==> config.mk <==
export PLATFORM = sky130hd
export DESIGN_NAME = mono_bitmap_color_expand_core
export DESIGN_NICKNAME = d
export VERILOG_FILES = /design/src/mbce_pkg.sv /design/src/mono_bitmap_color_expand_core.sv
export SDC_FILE = /design/constraint.sdc
export NUM_CORES = 1
export LEC_CHECK = 0
export ABC_CLOCK_PERIOD_IN_PS = 5000
export BUFFER_PORTS_ARGS = -buffer_cell sky130_fd_sc_hd__buf_2
export CAP_MARGIN = 25
export CELL_PAD_IN_SITES_DETAIL_PLACEMENT = 0
export CELL_PAD_IN_SITES_GLOBAL_PLACEMENT = 1
export CORE_MARGIN = 5
export CORE_UTILIZATION = 50
export DETAILED_ROUTE_END_ITERATION = 12
export GPL_TIMING_DRIVEN = 0
export PLACE_DENSITY_LB_ADDON = 0.15
export SYNTH_ARGS = -nofsm -noshare
export SYNTH_HDL_FRONTEND = slang
export SYNTH_SLANG_ARGS = --single-unit
==> constraint.sdc <==
create_clock -name clk -period 5 [get_ports clk]
set_input_delay 0.75 -clock clk [delete_from_list [all_inputs] [get_ports clk]]
set_output_delay 0.75 -clock clk [all_outputs]
set_load 0.01 [all_outputs]
==> src/mbce_pkg.sv <==
// Package for the monochrome bitmap color expansion block: sizes and register indexes.
package mbce_pkg;

	localparam int COORD_BITS = 10;
	localparam int MAX_STRIDE = 128;

	localparam int PIX_W      = COORD_BITS + 1;
	localparam int BYTE_IDX_W = (MAX_STRIDE > 2) ? $clog2(MAX_STRIDE) : 1;
	localparam int COL_W      = BYTE_IDX_W + 3;
	localparam int STRIDE_W   = 8;
	localparam int COLOR_W    = 16;
	localparam int CFG_DATA_W = 16;
	localparam int CFG_IDX_W  = 3;
	localparam int CMP_W      = ((COL_W > COORD_BITS) ? COL_W : COORD_BITS) + 1;
	localparam int CNT_W      = ((BYTE_IDX_W > STRIDE_W) ? BYTE_IDX_W : STRIDE_W) + 1;

	localparam logic [7:0] TOP_BIT = 8'h80;

	typedef enum logic [CFG_IDX_W-1:0] {
		REG_ORIGIN_X      = 3'd0,
		REG_ORIGIN_Y      = 3'd1,
		REG_BITMAP_WIDTH  = 3'd2,
		REG_BITMAP_HEIGHT = 3'd3,
		REG_ROW_STRIDE    = 3'd4,
		REG_DRAW_COLOR    = 3'd5
	} cfg_reg_t;

	localparam logic [COORD_BITS-1:0] RST_WIDTH  = COORD_BITS'(8);
	localparam logic [COORD_BITS-1:0] RST_HEIGHT = COORD_BITS'(8);
	localparam logic [STRIDE_W-1:0]   RST_STRIDE = STRIDE_W'(1);
	localparam logic [COLOR_W-1:0]    RST_COLOR  = '1;

endpackage

==> src/mono_bitmap_color_expand_core.sv <==
// Top level: expands bitmap bytes into one pixel write per set, in-width bit.
// A byte accepted into stage 1 is expanded there; each pixel write is registered in stage 2.
// Throughput: one pixel write per cycle while out_stall is low; a byte holds the input until
// its last write leaves the single bit-pick stage (a byte with no writes does not occupy it).
// Reset (arst_n, asynchronous, active low) clears the row position, empties both stages and
// loads the register defaults: width 8, height 8, stride 1, color all ones, origin zero.
module mono_bitmap_color_expand_core
	import mbce_pkg::*;
(
	input  logic                  clk,
	input  logic                  arst_n,
	// configuration writes
	input  logic                  cfg_valid,
	output logic                  cfg_ready,
	input  logic [CFG_IDX_W-1:0]  cfg_index,
	input  logic [CFG_DATA_W-1:0] cfg_data,
	// bitmap bytes
	input  logic                  in_valid,
	output logic                  in_stall,
	input  logic [7:0]            bitmap_byte,
	// pixel writes
	output logic                  out_valid,
	input  logic                  out_stall,
	output logic [PIX_W-1:0]      pixel_x,
	output logic [PIX_W-1:0]      pixel_y,
	output logic [COLOR_W-1:0]    pixel_color,
	output logic                  last_of_byte
);

	logic [COORD_BITS-1:0] origin_x_q, origin_y_q, width_q, height_q;
	logic [STRIDE_W-1:0]   stride_q;
	logic [COLOR_W-1:0]    color_q;

	logic [BYTE_IDX_W-1:0] byte_idx_q;
	logic [COORD_BITS-1:0] row_q;

	logic                  valid_s1;
	logic [7:0]            mask_s1;
	logic [BYTE_IDX_W-1:0] byte_s1;
	logic [PIX_W-1:0]      py_s1;

	logic                  valid_s2;
	logic [PIX_W-1:0]      px_s2, py_s2;
	logic [COLOR_W-1:0]    color_s2;
	logic                  last_s2;

	logic                  in_accept, advance;
	logic [7:0]            new_mask, remaining;
	logic [2:0]            pick;
	logic                  found;
	logic [CNT_W-1:0]      stride_eff, byte_next;
	logic [PIX_W-1:0]      row_next;
	logic                  end_of_row;

	assign cfg_ready = 1'b1;

	// configuration registers
	always_ff @(posedge clk or negedge arst_n) begin
		if (!arst_n) begin
			origin_x_q <= '0;
			origin_y_q <= '0;
			width_q    <= RST_WIDTH;
			height_q   <= RST_HEIGHT;
			stride_q   <= RST_STRIDE;
			color_q    <= RST_COLOR;
		end else if (cfg_valid && cfg_ready) begin
			unique case (cfg_index)
				REG_ORIGIN_X:      origin_x_q <= cfg_data[COORD_BITS-1:0];
				REG_ORIGIN_Y:      origin_y_q <= cfg_data[COORD_BITS-1:0];
				REG_BITMAP_WIDTH:  width_q    <= cfg_data[COORD_BITS-1:0];
				REG_BITMAP_HEIGHT: height_q   <= cfg_data[COORD_BITS-1:0];
				REG_ROW_STRIDE:    stride_q   <= cfg_data[STRIDE_W-1:0];
				REG_DRAW_COLOR:    color_q    <= cfg_data[COLOR_W-1:0];
				default: ;
			endcase
		end
	end

	// bits of the incoming byte that land inside the bitmap width
	always_comb begin
		logic [COL_W-1:0] col;
		for (int b = 0; b < 8; b++) begin
			col = {byte_idx_q, 3'(b)};
			new_mask[7-b] = bitmap_byte[7-b] && (CMP_W'(col) < CMP_W'(width_q));
		end
	end

	// leftmost pending bit of the byte in stage 1
	always_comb begin
		pick  = 3'd0;
		found = 1'b0;
		for (int i = 0; i < 8; i++) begin
			if (!found && mask_s1[7-i]) begin
				pick  = 3'(i);
				found = 1'b1;
			end
		end
		remaining = mask_s1 & ~(TOP_BIT >> pick);
	end

	assign advance   = !valid_s2 || !out_stall;
	assign in_stall  = valid_s1 && !(advance && (remaining == 8'd0));
	assign in_accept = in_valid && !in_stall;

	// row position bookkeeping; stride of zero acts as one, large strides saturate
	always_comb begin
		if (stride_q == '0)
			stride_eff = CNT_W'(1);
		else if (CNT_W'(stride_q) > CNT_W'(MAX_STRIDE))
			stride_eff = CNT_W'(MAX_STRIDE);
		else
			stride_eff = CNT_W'(stride_q);
		byte_next  = CNT_W'(byte_idx_q) + CNT_W'(1);
		end_of_row = byte_next >= stride_eff;
		row_next   = PIX_W'(row_q) + PIX_W'(1);
	end

	always_ff @(posedge clk or negedge arst_n) begin
		if (!arst_n) begin
			byte_idx_q <= '0;
			row_q      <= '0;
		end else if (in_accept) begin
			if (end_of_row) begin
				byte_idx_q <= '0;
				if (row_next >= PIX_W'(height_q))
					row_q <= '0;
				else
					row_q <= row_next[COORD_BITS-1:0];
			end else begin
				byte_idx_q <= byte_next[BYTE_IDX_W-1:0];
			end
		end
	end

	// stage 1: byte being expanded
	always_ff @(posedge clk or negedge arst_n) begin
		if (!arst_n) begin
			valid_s1 <= 1'b0;
		end else if (in_accept) begin
			valid_s1 <= |new_mask;
		end else if (valid_s1 && advance) begin
			valid_s1 <= |remaining;
		end
	end

	always_ff @(posedge clk) begin
		if (in_accept) begin
			mask_s1 <= new_mask;
			byte_s1 <= byte_idx_q;
			py_s1   <= PIX_W'(origin_y_q) + PIX_W'(row_q);
		end else if (valid_s1 && advance) begin
			mask_s1 <= remaining;
		end
	end

	// stage 2: output register
	always_ff @(posedge clk or negedge arst_n) begin
		if (!arst_n) begin
			valid_s2 <= 1'b0;
		end else if (advance) begin
			valid_s2 <= valid_s1;
		end
	end

	always_ff @(posedge clk) begin
		if (valid_s1 && advance) begin
			px_s2    <= PIX_W'(origin_x_q) + PIX_W'({byte_s1, pick});
			py_s2    <= py_s1;
			color_s2 <= color_q;
			last_s2  <= (remaining == 8'd0);
		end
	end

	assign out_valid    = valid_s2;
	assign pixel_x      = px_s2;
	assign pixel_y      = py_s2;
	assign pixel_color  = color_s2;
	assign last_of_byte = last_s2;

`ifndef SYNTHESIS
	// stage 1 only holds bytes that still owe a pixel write
	a_s1_nonempty: assert property (@(posedge clk) disable iff (!arst_n)
		valid_s1 |-> (mask_s1 != 8'd0))
		else $error("stage 1 valid with empty bit mask");

	// a non-final pixel on the output means the rest of its byte is still pending
	a_rest_pending: assert property (@(posedge clk) disable iff (!arst_n)
		(valid_s2 && !last_s2) |-> valid_s1)
		else $error("non-final pixel transaction without pending bits");

	// a new byte is taken while busy only when the last bit leaves stage 1
	a_accept_busy: assert property (@(posedge clk) disable iff (!arst_n)
		(in_accept && valid_s1) |-> (advance && (remaining == 8'd0)))
		else $error("byte accepted while stage 1 still busy");
`endif

endmodule
; ---- After elaboration in Yosys (flattened, before gate mapping)
; Index checks and enable logic that the tools add are counted.
[word_totals]
register_bits = 148
inputBits = 32
output_inout_bits = 42
word_cells = 106
[classes]
n_addsub = 4
n_lt_le_gt_ge = 11
eq_ne = 5
shift = 1
muxes = 22
bitwise_logic = 2
n_reduce_logical = 44
[ops]
columns = cell, n
row1 = < comparator 10 bit, 8
row2 = 2-to-1 mux 8 bit, 4
row3 = adder 10 x 10 -> 11 bit, 2
row4 = logical AND 1 bit, 19
row5 = 2-to-1 mux 3 bit, 6
row6 = logical NOT 8 bit, 2
row7 = OR reduction 8 bit, 2
row8 = AND reduction 2 bit, 7
row9 = adder 10 x 1 -> 11 bit (second input constant), 1
row10 = >= comparator 11 x 10 -> 1 bit, 1
row11 = logical NOT 1 bit, 11
row12 = 2-to-1 mux 1 bit, 10
row13 = 2-to-1 mux 10 bit, 1
row14 = >= comparator 8 x 9 -> 1 bit, 1
row15 = adder 7 x 1 -> 8 bit (second input constant), 1
row16 = bitwise AND 8 bit, 1
row17 = greater-than comparator 8 bit (second input constant), 1
row18 = inverter 8 bit, 1
row19 = right shift 8 x 3 -> 8 bit (first input constant), 1
row20 = 2-to-1 mux 7 bit, 1
row21 = equality test 3 x 2 -> 1 bit (second input constant), 2
row22 = equality test 3 bit (second input constant), 2
row23 = equality test 3 x 1 -> 1 bit (second input constant), 1
row24 = logical NOT 3 bit, 1
row25 = 2 further kinds, 2

; ---- Longest topological paths before layout
; Gate-level depths: netlist of the first run.
[depth]
depth_word = 32
mapped_depth = 15
depth_no_buf = 14

; ---- Worst setup path after synthesis of the first run
; OpenSTA, ideal clock, no wires.
[synth_timing]
path_kind = flip-flop to flip-flop
start = reg mask_s1[7]
end = reg px_s2[9], in the netlist pixel_x[9] (data pin)
setup_time_ns = 0.180
arrival_time_ns = 2.559
t_required_ns = 4.820
slack_ns = 2.261
path_stages_with_launch = 10
n_path_buf = 0
synth_period_minus_slack_ns = 2.739
cell_sequence = edfxtp_1 -> or2_1 -> or3_1 -> a21oi_1 -> ha_1 -> a21oi_1 -> o21ai_1 -> or4_1 -> a2111o_1 -> o311ai_1
[synth_between]
elab_chain_cells = 23
word_cells_on_any_way = 29
classes_between = add/sub: 1 / mux: 14 / reduce/logical: 14
[synth_rtl]
columns = item, line
row1 = start: declaration, mono_bitmap_color_expand_core.sv:38  ; logic [7:0] mask_s1;
row2 = start signal: assignment, mono_bitmap_color_expand_core.sv:148  ; mask_s1 <= new_mask;
row3 = start signal: assignment, mono_bitmap_color_expand_core.sv:152  ; mask_s1 <= remaining;
row4 = 2-to-1 mux 1 bit *, mono_bitmap_color_expand_core.sv:93  ; if (!found && mask_s1[7-i]) begin
row5 = logical NOT 1 bit, mono_bitmap_color_expand_core.sv:93
row6 = logical AND 1 bit, mono_bitmap_color_expand_core.sv:93
row7 = 2-to-1 mux 1 bit, mono_bitmap_color_expand_core.sv:93
row8 = logical NOT 1 bit, mono_bitmap_color_expand_core.sv:93
row9 = logical AND 1 bit, mono_bitmap_color_expand_core.sv:93
row10 = 2-to-1 mux 1 bit, mono_bitmap_color_expand_core.sv:93
row11 = logical NOT 1 bit, mono_bitmap_color_expand_core.sv:93
row12 = [7 not listed], n/a
row13 = 2-to-1 mux 1 bit, mono_bitmap_color_expand_core.sv:93
row14 = logical NOT 1 bit, mono_bitmap_color_expand_core.sv:93
row15 = logical AND 1 bit, mono_bitmap_color_expand_core.sv:93
row16 = 2-to-1 mux 1 bit, mono_bitmap_color_expand_core.sv:93
row17 = logical NOT 1 bit, mono_bitmap_color_expand_core.sv:93
row18 = logical AND 1 bit, mono_bitmap_color_expand_core.sv:93
row19 = 2-to-1 mux 3 bit *, mono_bitmap_color_expand_core.sv:93
row20 = adder 10 x 10 -> 11 bit *, mono_bitmap_color_expand_core.sv:167  ; px_s2 <= PIX_W'(origin_x_q) + PIX_W'({byte_s1, pick});
row21 = end signal: assignment, mono_bitmap_color_expand_core.sv:167
row22 = end: declaration, mono_bitmap_color_expand_core.sv:43  ; logic [PIX_W-1:0] px_s2, py_s2;
; Every way passes the cells marked *; elsewhere a longest branch is shown, timed or not.
; A chain may end at the register's enable or synchronous reset.

; ---- Worst setup path after layout of the first run
[layout_timing]
start = reg row_q[0]
end = reg row_q[2]
[layout_between]
elab_chain_cells = 3
[layout_rtl]
columns = item, line
row1 = start: declaration, mono_bitmap_color_expand_core.sv:35  ; logic [COORD_BITS-1:0] row_q;
row2 = start signal: assignment, mono_bitmap_color_expand_core.sv:128  ; row_q <= row_next[COORD_BITS-1:0];
row3 = adder 10 x 1 -> 11 bit *, mono_bitmap_color_expand_core.sv:115  ; row_next = PIX_W'(row_q) + PIX_W'(1);
row4 = >= comparator 11 x 10 -> 1 bit, mono_bitmap_color_expand_core.sv:125  ; if (row_next >= PIX_W'(height_q))
row5 = 2-to-1 mux 10 bit *, mono_bitmap_color_expand_core.sv:125
; Marks and branches as above.

==> flow_summary.json, run 1 <==
{
  "status": "finished clean",
  "htreeDepth": 4,
  "rows": 44,
  "avgSynthCellArea_sq_um": 11.95,
  "intPower_w": 0.003012,
  "regArea_sq_um": 4053,
  "grt_overflow": 0,
  "synth-edff-count": 65,
  "num-fill-cells": 1215,
  "max-slew-margin-rel_pct": 45.84,
  "netlist_area_sq_um": 7316,
  "synthFlopType": "edfxtp_1",
  "grt_first_pass_wirelength_um": 25250,
  "crit_required_ns": 5.34,
  "syn_inst": 612,
  "yosysUniqueCellTypes": 64,
  "hpwl_um": 11490,
  "synth_nets": 694,
  "cts_made_buffers": 17,
  "swShare_pct": 32.12,
  "drv_slew": 0,
  "design.die.area_sq_um": 17150,
  "min_period_ns": 3.276,
  "postRouteAntennaNets": 0,
  "finalSetupTns_ns": 0,
  "setup_viol": 0,
  "viasPerCell": 5.546,
  "fin_nets": 788,
  "cts_root_buf": "clkbuf_16",
  "routedWlPerCell_um": 17.60,
  "totalWireLength_um": 15900,
  "hold_class": "primary input to async pin",
  "grt_usage_pct": 19.39,
  "cts_buffer_depth": 2,
  "p_leak_nw": 3.675,
  "pwr-share-comb_pct": 28.8,
  "cp-start-kind": "flip-flop",
  "grt_pass1_vias": 4889,
  "dr.first_iter.drc_count": 241,
  "multi_input_area_sq_um": 3040,
  "clk_pin_slew_ns": 0.06,
  "io_pins": 74,
  "critical_path_arrival_ns": 3.62,
  "remaining_drc_errors": 0,
  "ys_seq_elements": 148,
  "switching_power_w": 0.001425,
  "diodes": 0,
  "grt_max_degree": 63,
  "critPathMaxFanout": 10,
  "cts_setup_buffers": 0,
  "areaGrowthSynthToFinish_pct": 16.95,
  "gp_congestion": 0.8140,
  "endpoint_kind": "flip-flop",
  "rsz0062_at_grt": "no",
  "hold_viol": 0,
  "wl_met1_um": 7595,
  "clock_power_share_pct": 28.8,
  "core_sq_um": 14420,
  "final_common_cell": "buf_2",
  "fin_crit_sh_pct": 65.52,
  "cts_tree": "yes",
  "async_reset_ff_share_pct": 56.08,
  "clkSinkCount": 148,
  "max-vdd-ir-drop_uv": 228.2,
  "p_per_area_nw_per_um2": 518.6,
  "fp.dieH_um": 131.0,
  "finalPower_w": 0.004437,
  "worst_pin_slew_ns": 0.8124,
  "dr_wl_met2_um": 7191,
  "vias": 5008,
  "layout-drive-gt1-share_pct": 19.89,
  "max_freq_ghz": 0.3052,
  "fin_worst_skew_ns": 0.009078,
  "cap_violations": 0,
  "die_w_um": 131.0,
  "seq_power_share_pct": 42.4,
  "start_util_pct": 50.72,
  "io_buffer_count": 72,
  "cts_resized": 0,
  "final_cells": 903,
  "wl_met3_um": 873,
  "ys_seq_area_share_pct": 55.40,
  "layout_common_cells": "buf_2, edfxtp_1, dfrtp_1",
  "ys_warn_count": 0,
  "place_inst": 870,
  "holdBufCountCts": 0,
  "dr.pass1.iters": 4,
  "antenna_found_initial": 0,
  "path_class": "flip-flop to flip-flop",
  "dr.max_layer_used": "met4",
  "clock_latency_ns": 0.42
}
cells in the mapped netlist, drive strengths merged (3+ instances only):
cell | instances | area share, %
mux2 | 53 | 8.2
o2111ai | 4 | 0.48
edfxtp | 65 | 27
buf | 4 | 0.34
nor4 | 5 | 0.51
and2 | 4 | 0.34
a21o | 9 | 0.92
or3 | 5 | 0.51
o31a | 4 | 0.48
ha | 48 | 8.2
and3 | 8 | 0.68
nand2 | 52 | 2.7
nand3 | 29 | 2.0
nor2 | 22 | 1.1
nand4 | 4 | 0.43
nor3 | 8 | 0.55
inv | 38 | 1.9
o21a | 3 | 0.31
or2 | 3 | 0.26
o21ai | 45 | 3.1
clkbuf | 13 | 0.67
a2111o | 3 | 0.46
a211oi | 4 | 0.41
a21oi | 20 | 1.4
o311ai | 3 | 0.36
xnor2 | 19 | 2.3
nor2b | 5 | 0.43
nand2b | 4 | 0.34
dfrtp | 64 | 22
xor2 | 6 | 0.72
dfstp | 19 | 6.8
o22ai | 5 | 0.43
area by class of cell:
cell class              count  share of cell area (%)
flip-flops and latches    148                   47.37
well taps                 184                   2.691
clock inverters            12                   1.828
inverters                  40                   1.755
plain buffers              17                  0.8628
repair buffers             75                   4.855
multi-input cells         407                   35.54
clock buffers              20                   5.104
state kept, by name, summed over array words and instances (netlist names), 7 cells and up:
signal / flops
width_q: 10
row_q: 10
origin_x_q: 10
height_q: 10
byte_idx_q: 7
mask_s1: 8
stride_q: 8
pixel_y: 11
pixel_x: 11
pixel_color: 16
byte_s1: 7
origin_y_q: 10
color_q: 16
py_s1: 11
worst paths after layout:
kind / slack [ns] / from / end / cells after the start
setup / recovery: 1.72 / row_q[0] / row_q[2] / 12
hold / removal: 0.22 / arst_n / byte_idx_q[5] / 1
setup reg to reg: 1.72 / row_q[0] / row_q[2] / 12
hold reg to reg: 0.42 / py_s1[6] / pixel_y[6] / 0
max in group asynchronous: 4.11 / arst_n / color_q[13] / 2
min in group clk: 0.42 / py_s1[6] / pixel_y[6] / 0
worst max-delay path, cell delays in order (launching register included):
cell,delay (ns)
dfrtp_1,0.50
ha_1,0.30
and3_1,0.17
clkbuf_1,0.21
nand3_1,0.21
xnor2_1,0.18
ha_1,0.20
nor3_1,0.19
o21ai_1,0.10
o22ai_1,0.26
clkbuf_1,0.42
nand4_1,0.23
o22ai_1,0.21
power groups by stage:
stage                     sequential (W)  clock (W)  combinational [W]
after global placement           0.00189          0            0.00122
after global routing             0.00192    0.00135            0.00145
after floorplan                  0.00190          0           0.000862
after detailed placement         0.00191          0            0.00128
after CTS                        0.00188    0.00130            0.00129
final                            0.00188    0.00128            0.00128
per-stage QoR:
step / util [%] / hold slack [ns] / cell area [sq um] / worst slack, ns
floorplan: - / 0.4003 / 7316 / 2.261
global placement: 54.81 / 0.4034 / 7906 / 1.872
detailed placement: 55.17 / 0.4045 / 7958 / 1.807
CTS: 59.28 / 0.2241 / 8551 / 1.770
global route: 59.32 / 0.2333 / 8556 / 1.445
finish: 59.32 / 0.2236 / 8556 / 1.724
cell families after synthesis:
family          share of synthesized area (%)
mux                                     8.295
compound gates                          10.45
fa+ha+maj                               8.757
simple gates                            11.00
buf+inv                                 3.061
xor+xnor                                2.993
other cells                           0.05126
flops                                   55.40
routing by layer:
metal  up-vias  track usage (%)
met5         -                0
met4         0            6.957
met3        18            3.902
met2       118            29.57
met1      2424            27.66
li1       2448                -
(Power assumes the default switching activity.)
==> inputs of run 2 (changes only) <==
--- a/config.mk
+++ b/config.mk
@@ -5,13 +5,14 @@
 export SDC_FILE = /design/constraint.sdc
 export NUM_CORES = 1
 export LEC_CHECK = 0
-export ABC_CLOCK_PERIOD_IN_PS = 5000
+export ABC_AREA = 1
+export ABC_CLOCK_PERIOD_IN_PS = 2900
 export BUFFER_PORTS_ARGS = -buffer_cell sky130_fd_sc_hd__buf_2
 export CAP_MARGIN = 25
 export CELL_PAD_IN_SITES_DETAIL_PLACEMENT = 0
 export CELL_PAD_IN_SITES_GLOBAL_PLACEMENT = 1
 export CORE_MARGIN = 5
-export CORE_UTILIZATION = 50
+export CORE_UTILIZATION = 42
 export DETAILED_ROUTE_END_ITERATION = 12
 export GPL_TIMING_DRIVEN = 0
 export PLACE_DENSITY_LB_ADDON = 0.15
==> constraint.sdc (replaced) <==
create_clock -name clk -period 2.9 [get_ports clk]
set_input_delay 0.435 -clock clk [delete_from_list [all_inputs] [get_ports clk]]
set_output_delay 0.435 -clock clk [all_outputs]
set_load 0.01 [all_outputs]
==> run 2 against run 1 <==
Synthesized cell count grew 30%. Global-route usage shrank 1.8 points. Utilization shrank 7.9 points. Largest power group unchanged. Maximum frequency grew 18%. Clock power grew 89%.
==> flow_summary.json, run 2 <==
{
  "max-slew-margin-rel_pct": 44.77,
  "yosysUniqueCellTypes": 44,
  "cp-start-kind": "flip-flop",
  "grt_usage_pct": 17.62,
  "antenna_found_initial": 1,
  "max-vdd-ir-drop_uv": 475.0,
  "holdPathStages": 2,
  "cp_slowest_cell": "edfxtp_1",
  "cap_violations": 0,
  "fp.dieH_um": 144.2,
  "die_w_um": 144.2,
  "path_class": "flip-flop to flip-flop",
  "synth_top_family_by_area": "simple AND/OR/NAND/NOR gates",
  "crit_required_ns": 3.08,
  "rrSetupSlack_ns": 0.12,
  "clock_latency_ns": 0.42,
  "fin_worst_skew_ns": 0.009560,
  "critical_path_arrival_ns": 2.96,
  "dr.pass1.iters": 5,
  "placed_cell_area_sq_um": 8264,
  "fin_crit_sh_pct": 95.72,
  "postLayoutSetupSlackWorst_ns": 0.1241,
  "hold_class": "primary input to flip-flop",
  "grt_first_pass_wirelength_um": 28470,
  "ys_top_cells_by_area": "edfxtp_1, dfrtp_1, nand2_1, ha_1, dfstp_2",
  "viasPerCell": 5.025,
  "max_stage_delay_ns": 0.48,
  "diodes": 0,
  "worst_pin_slew_ns": 0.8267,
  "hold_end": "color_q[10]",
  "synth_top_cells_by_count": "nand2_1, inv_1, o21ai_0",
  "critPathMaxFanout": 4,
  "layout-drive-gt1-share_pct": 21.15,
  "clkSinkCount": 148,
  "io_pins": 74,
  "async_reset_ff_share_pct": 56.08,
  "design.die.area_sq_um": 20780,
  "syn_inst": 797,
  "ys_seq_area_share_pct": 53.61,
  "setup_viol": 0,
  "clk_pin_slew_ns": 0.07,
  "gp_congestion": 0.8653,
  "max_freq_ghz": 0.3602,
  "min_period_ns": 2.776,
  "synth_nets": 879,
  "grt_max_degree": 58,
  "dr.first_iter.drc_count": 322,
  "cpMostUsedCell": "nand2_1",
  "htreeDepth": 4,
  "r2r_cells": 16,
  "cts_root_buf": "clkbuf_16",
  "finalSetupTns_ns": 0,
  "areaGrowthSynthToFinish_pct": 21.45,
  "cts_made_buffers": 17,
  "routedWlPerCell_um": 15.31,
  "synth_most_common_cell": "nand2_1",
  "synthFlopType": "edfxtp_1",
  "min_from": "cfg_data[10]",
  "timing.rr.start": "mask_s1[6]",
  "synth_xor_area_share_pct": 2.317,
  "p_per_area_nw_per_um2": 978.0,
  "synth_compound_area_share_pct": 10.54,
  "cts_buffer_depth": 2,
  "postRouteAntennaNets": 0,
  "endpoint_kind": "flip-flop",
  "crit_family": "simple AND/OR/NAND/NOR gates",
  "crit_buf_inv": 1,
  "remaining_drc_errors": 0,
  "synthAdderAreaFrac_pct": 8.474,
  "layout_common_cells": "nand2_1, inv_1, buf_2",
  "status": "finished clean",
  "stdcell_area_sq_um": 9181,
  "drv_slew": 0,
  "hpwl_um": 12630,
  "path_cells": "nor2_4, nand2_2, nor2_2, nand3_2, o221ai_2, ha_2, inv_1, fa_2, o21ai_2, nand2_1, nand2_1, nand2_2, a21oi_4, o21ai_2, nand3_1, nand2_1",
  "ys_warn_count": 0,
  "fin_nets": 991,
  "vias": 5784,
  "fin_util_pct": 51.46,
  "rows": 49,
  "cts_tree": "yes",
  "yosys.area.top_type_share_pct": 25.82,
  "synth_top_area_cell": "edfxtp_1",
  "hold_viol": 0,
  "io_buffer_count": 72,
  "place_inst": 1100,
  "synth-edff-count": 65,
  "p_leak_nw": 4.306,
  "pre_cts_ws_ns": -0.3232,
  "synthSimpleGateAreaFrac_pct": 17.64,
  "netlist_area_sq_um": 7560,
  "synth_mux_area_share_pct": 0.8937,
  "final_cells": 1151,
  "grt_pass1_vias": 5721,
  "start_util_pct": 42.37,
  "ys_seq_elements": 148,
  "core_sq_um": 17840,
  "reg2reg_to": "pixel_x[8]",
  "grt_overflow": 0,
  "totalWireLength_um": 17630,
  "avgSynthCellArea_sq_um": 9.485,
  "final_common_cell": "nand2_1"
}
==> run 2: changes by cell type after synthesis, sizes merged, moves of 10 or more <==
| cell | before | now |
|---|---|---|
| inv | 38 | 105 |
| nand4 | 4 | 15 |
| o21ai | 45 | 93 |
| nand2 | 52 | 199 |
| nor2 | 22 | 45 |
| xnor2 | 19 | 3 |
| a21oi | 20 | 30 |
| xor2 | 6 | 17 |
| mux2 | 53 | 6 |
==> run 2: kinds of logic (layout without fill, tap and decap cells) <==
family,after synthesis,in the layout
AOI/OAI and AO/OA,140,140
xor gates and xnor gates,20,20
adders and majority gates,50,50
buffers and inverters,121,246
DFF,148,148
muxes,6,6
other,1,1
and+or+nand+nor,311,311
==> run 2: worst max-delay path by stage <==
| stage | from | endpoint | slack [ns] | cells past startpoint |
|---|---|---|---|---|
| after floorplan | mask_s1[5] | pixel_x[8] | 0.24 | 16 |
| after global placement | out_stall | mask_s1[0] | -0.31 | 5 |
| after detailed placement | byte_idx_q[0] | row_q[0] | -0.32 | 12 |
| after CTS | byte_idx_q[0] | row_q[0] | 0.04 | 14 |
| after global routing | row_q[0] | row_q[0] | -0.06 | 16 |
| final | mask_s1[6] | pixel_x[8] | 0.12 | 16 |
==> run 2: report_power, final <==
group,internal [W],switching (W)
registers,0.00304,0.000351
clock network,0.00153,0.000895
logic,0.00121,0.00196
total,0.00578,0.00320
==> run 2: what timing repair did <==
item / CTS / global route
endpoints found under the setup margin: 18 / 17
gates resized for setup: 10 / 17
buffers inserted: 4 / 14
hold buffers: 1 / 0
endpoints found under the hold margin: 25 / 0
pin swaps: 2 / 10
==> run 2: through the flow <==
step	power, W	hold slack (ns)
after floorplan	0.005414	0.1394
after global placement	0.006252	0.4025
after detailed placement	0.006362	0.3844
after CTS	0.008914	0.2226
after global routing	0.009636	0.2259
final	0.008980	0.2424
==> run 2: final cells by class <==
cell class,count,area [sq um]
Timing Repair Buffer,93,555.5
Clock buffer,19,464.2
Inverter,106,410.4
Clock inverter,13,192.7
Multi-Input combinational cell,528,3137
Tap cell,229,286.5
Sequential cell,148,4056
Buffer,15,78.83
Fill cell,1644,8660
==> run 2: layer usage <==
metal	part of all wire, %	GRT usage [%]	vias up	routed length (um)
li1	-	-	2898	-
met5	0.074	0	-	13
met4	1.1	4.909	2	187
met3	4.9	4.167	20	871
met2	48	28.74	131	8404
met1	46	23.70	2733	8148
==> inputs of run 3 (changes only) <==
--- a/config.mk
+++ b/config.mk
@@ -15,7 +15,8 @@
 export CORE_UTILIZATION = 42
 export DETAILED_ROUTE_END_ITERATION = 12
 export GPL_TIMING_DRIVEN = 0
-export PLACE_DENSITY_LB_ADDON = 0.15
+export PLACE_DENSITY = 0.73
+export RECOVER_POWER = 50
 export SYNTH_ARGS = -nofsm -noshare
 export SYNTH_HDL_FRONTEND = slang
 export SYNTH_SLANG_ARGS = --single-unit
==> run 3 against run 2 <==
The flow now finishes with violations (capacitance limit, slew limit). Critical path depth unchanged. Total power shrank 3.4%. Maximum frequency rose by 1.7%. Design area is 1.3% lower. Register-to-register slack better by 0.05 ns. Largest cell class unchanged. Highest routed layer is now met4.
==> flow_summary.json, run 3 (synthesized netlist as in run 2, its figures left out) <==
{
  "grt_max_degree": 56,
  "postLayoutSetupSlackWorst_ns": 0.1699,
  "areaGrowthSynthToFinish_pct": 19.89,
  "fin_crit_sh_pct": 94.14,
  "rrSetupSlack_ns": 0.17,
  "dr.pass1.iters": 5,
  "antenna_found_initial": 0,
  "stdcell_area_sq_um": 9064,
  "min_period_ns": 2.730,
  "pre_cts_ws_ns": -0.3258,
  "grt_first_pass_wirelength_um": 28230,
  "min_from": "cfg_data[14]",
  "clock_power_share_pct": 24.4,
  "max_freq_ghz": 0.3663,
  "io_buffer_count": 72,
  "violations": "capacitance limit, slew limit",
  "timing.rr.start": "row_q[0]",
  "hpwl_um": 12550,
  "fp.dieH_um": 144.2,
  "rsz0062_at_grt": "yes",
  "dr.first_iter.drc_count": 329,
  "totalWireLength_um": 17420,
  "grt_pass1_vias": 5632,
  "cts_root_buf": "clkbuf_16",
  "critPathMaxFanout": 10,
  "gp_congestion": 0.8120,
  "crit_required_ns": 3.25,
  "num-fill-cells": 1701,
  "die_w_um": 144.2,
  "final_common_cell": "nand2_1",
  "core_sq_um": 17840,
  "swShare_pct": 35.83,
  "io_pins": 74,
  "seq_power_share_pct": 39.0,
  "viasPerCell": 4.970,
  "max_stage_delay_ns": 0.43,
  "grt_usage_pct": 17.49,
  "cts_tree": "yes",
  "reg2reg_to": "row_q[0]",
  "clk_pin_slew_ns": 0.06,
  "max-slew-margin-rel_pct": -17.47,
  "hold_class": "primary input to flip-flop",
  "layout_common_cells": "nand2_1, inv_1, o21ai_0",
  "hold_end": "color_q[14]",
  "setup_viol": 0,
  "cts_buffer_depth": 2,
  "worst_pin_slew_ns": 1.762,
  "fin_worst_skew_ns": 0.006217,
  "crit_family": "simple AND/OR/NAND/NOR gates",
  "cap_violations": 1,
  "cts_made_buffers": 17,
  "vias": 5715,
  "rows": 49,
  "critical_path_arrival_ns": 3.08,
  "pwr-share-comb_pct": 36.6,
  "start_util_pct": 42.37,
  "switching_power_w": 0.003109,
  "p_leak_nw": 4.249,
  "max-vdd-ir-drop_uv": 484.3,
  "cp-start-kind": "flip-flop",
  "postRouteAntennaNets": 0,
  "clkSinkCount": 148,
  "final_cells": 1150,
  "design.die.area_sq_um": 20780,
  "cp_slowest_cell": "dfrtp_2",
  "grt_overflow": 0,
  "drv_slew": 29,
  "remaining_drc_errors": 0,
  "diodes": 0,
  "layout-drive-gt1-share_pct": 19.76,
  "fin_nets": 990,
  "p_per_area_nw_per_um2": 957.3,
  "path_cells": "ha_1, nand2_1, nor2_2, nand3_2, nor3_4, xor2_1, inv_1, ha_1, nand2_1, inv_1, a221oi_4, buf_12, nand3_1, nor2_1, nand3_1, nand2_1",
  "placed_cell_area_sq_um": 8264,
  "routedWlPerCell_um": 15.15,
  "finalPower_w": 0.008677,
  "holdPathStages": 2,
  "htreeDepth": 4,
  "place_inst": 1100,
  "intPower_w": 0.005568,
  "status": "finished with violations",
  "r2r_cells": 16,
  "hold_viol": 0,
  "crit_buf_inv": 3,
  "path_class": "flip-flop to flip-flop",
  "cpMostUsedCell": "nand2_1",
  "clock_latency_ns": 0.42,
  "endpoint_kind": "flip-flop"
}
==> run 3: changes by cell type in the layout (fill, tap and decap cells not counted), sizes merged <==
cell and delta:
clkbuf +9, buf -5, inv -4, bufinv -3, clkinv +1, clkinvlp +1
==> run 3: power groups by stage <==
stage,clock network (W),logic [W],registers [W]
2_1_floorplan,0,0.00195,0.00347
3_3_place_gp,0,0.00282,0.00345
3_5_place_dp,0,0.00289,0.00344
4_1_cts,0.00217,0.00301,0.00341
5_1_grt,0.00226,0.00362,0.00346
6_report,0.00211,0.00318,0.00339
==> run 3: layout make-up <==
cell class | count | area (sq um) | share of cell area [%]
buffer | 15 | 78.83 | 0.8697
clock buffer | 24 | 501.7 | 5.536
clock inverter | 8 | 73.82 | 0.8145
inverter | 106 | 410.4 | 4.528
multi-input combinational | 528 | 3104 | 34.25
sequential | 148 | 4058 | 44.77
tap | 229 | 286.5 | 3.161
timing repair buffer | 92 | 550.5 | 6.074
==> run 3: layer usage <==
metal,part of all wire (%),GRT usage [%]
met5,0,0
met4,1.6,5.940
met3,4.4,3.142
met2,43,26.04
met1,51,25.87
==> run 3: worst max-delay path by stage <==
| stage | startpoint | end | slack (ns) | cells past startpoint |
|---|---|---|---|---|
| after floorplan | mask_s1[5] | pixel_x[8] | 0.24 | 16 |
| after global placement | out_stall | mask_s1[3] | -0.36 | 5 |
| after detailed placement | row_q[0] | row_q[0] | -0.33 | 15 |
| after CTS | byte_idx_q[0] | row_q[0] | 0.002 | 14 |
| after global routing | row_q[0] | row_q[0] | -0.05 | 16 |
| final | row_q[0] | row_q[0] | 0.17 | 16 |
==> run 3: per-stage QoR <==
| stage | utilization (%) | setup TNS, ns | hold WS (ns) |
|---|---|---|---|
| final | 50.80 | 0 | 0.2489 |
| after CTS | 50.09 | 0 | 0.2275 |
| after floorplan | - | 0 | 0.1394 |
| after global placement | 46.01 | -6.314 | 0.4013 |
| after global routing | 50.80 | -0.05315 | 0.2431 |
| after detailed placement | 46.32 | -3.360 | 0.4012 |
==> run 3: what timing repair did <==
item,CTS,global route
gates cloned,0,0
endpoints found under the hold margin,28,0
pin swaps,1,7
gates resized for setup,9,13
endpoints found under the setup margin,18,14
buffers inserted,4,13
hold buffers,1,0
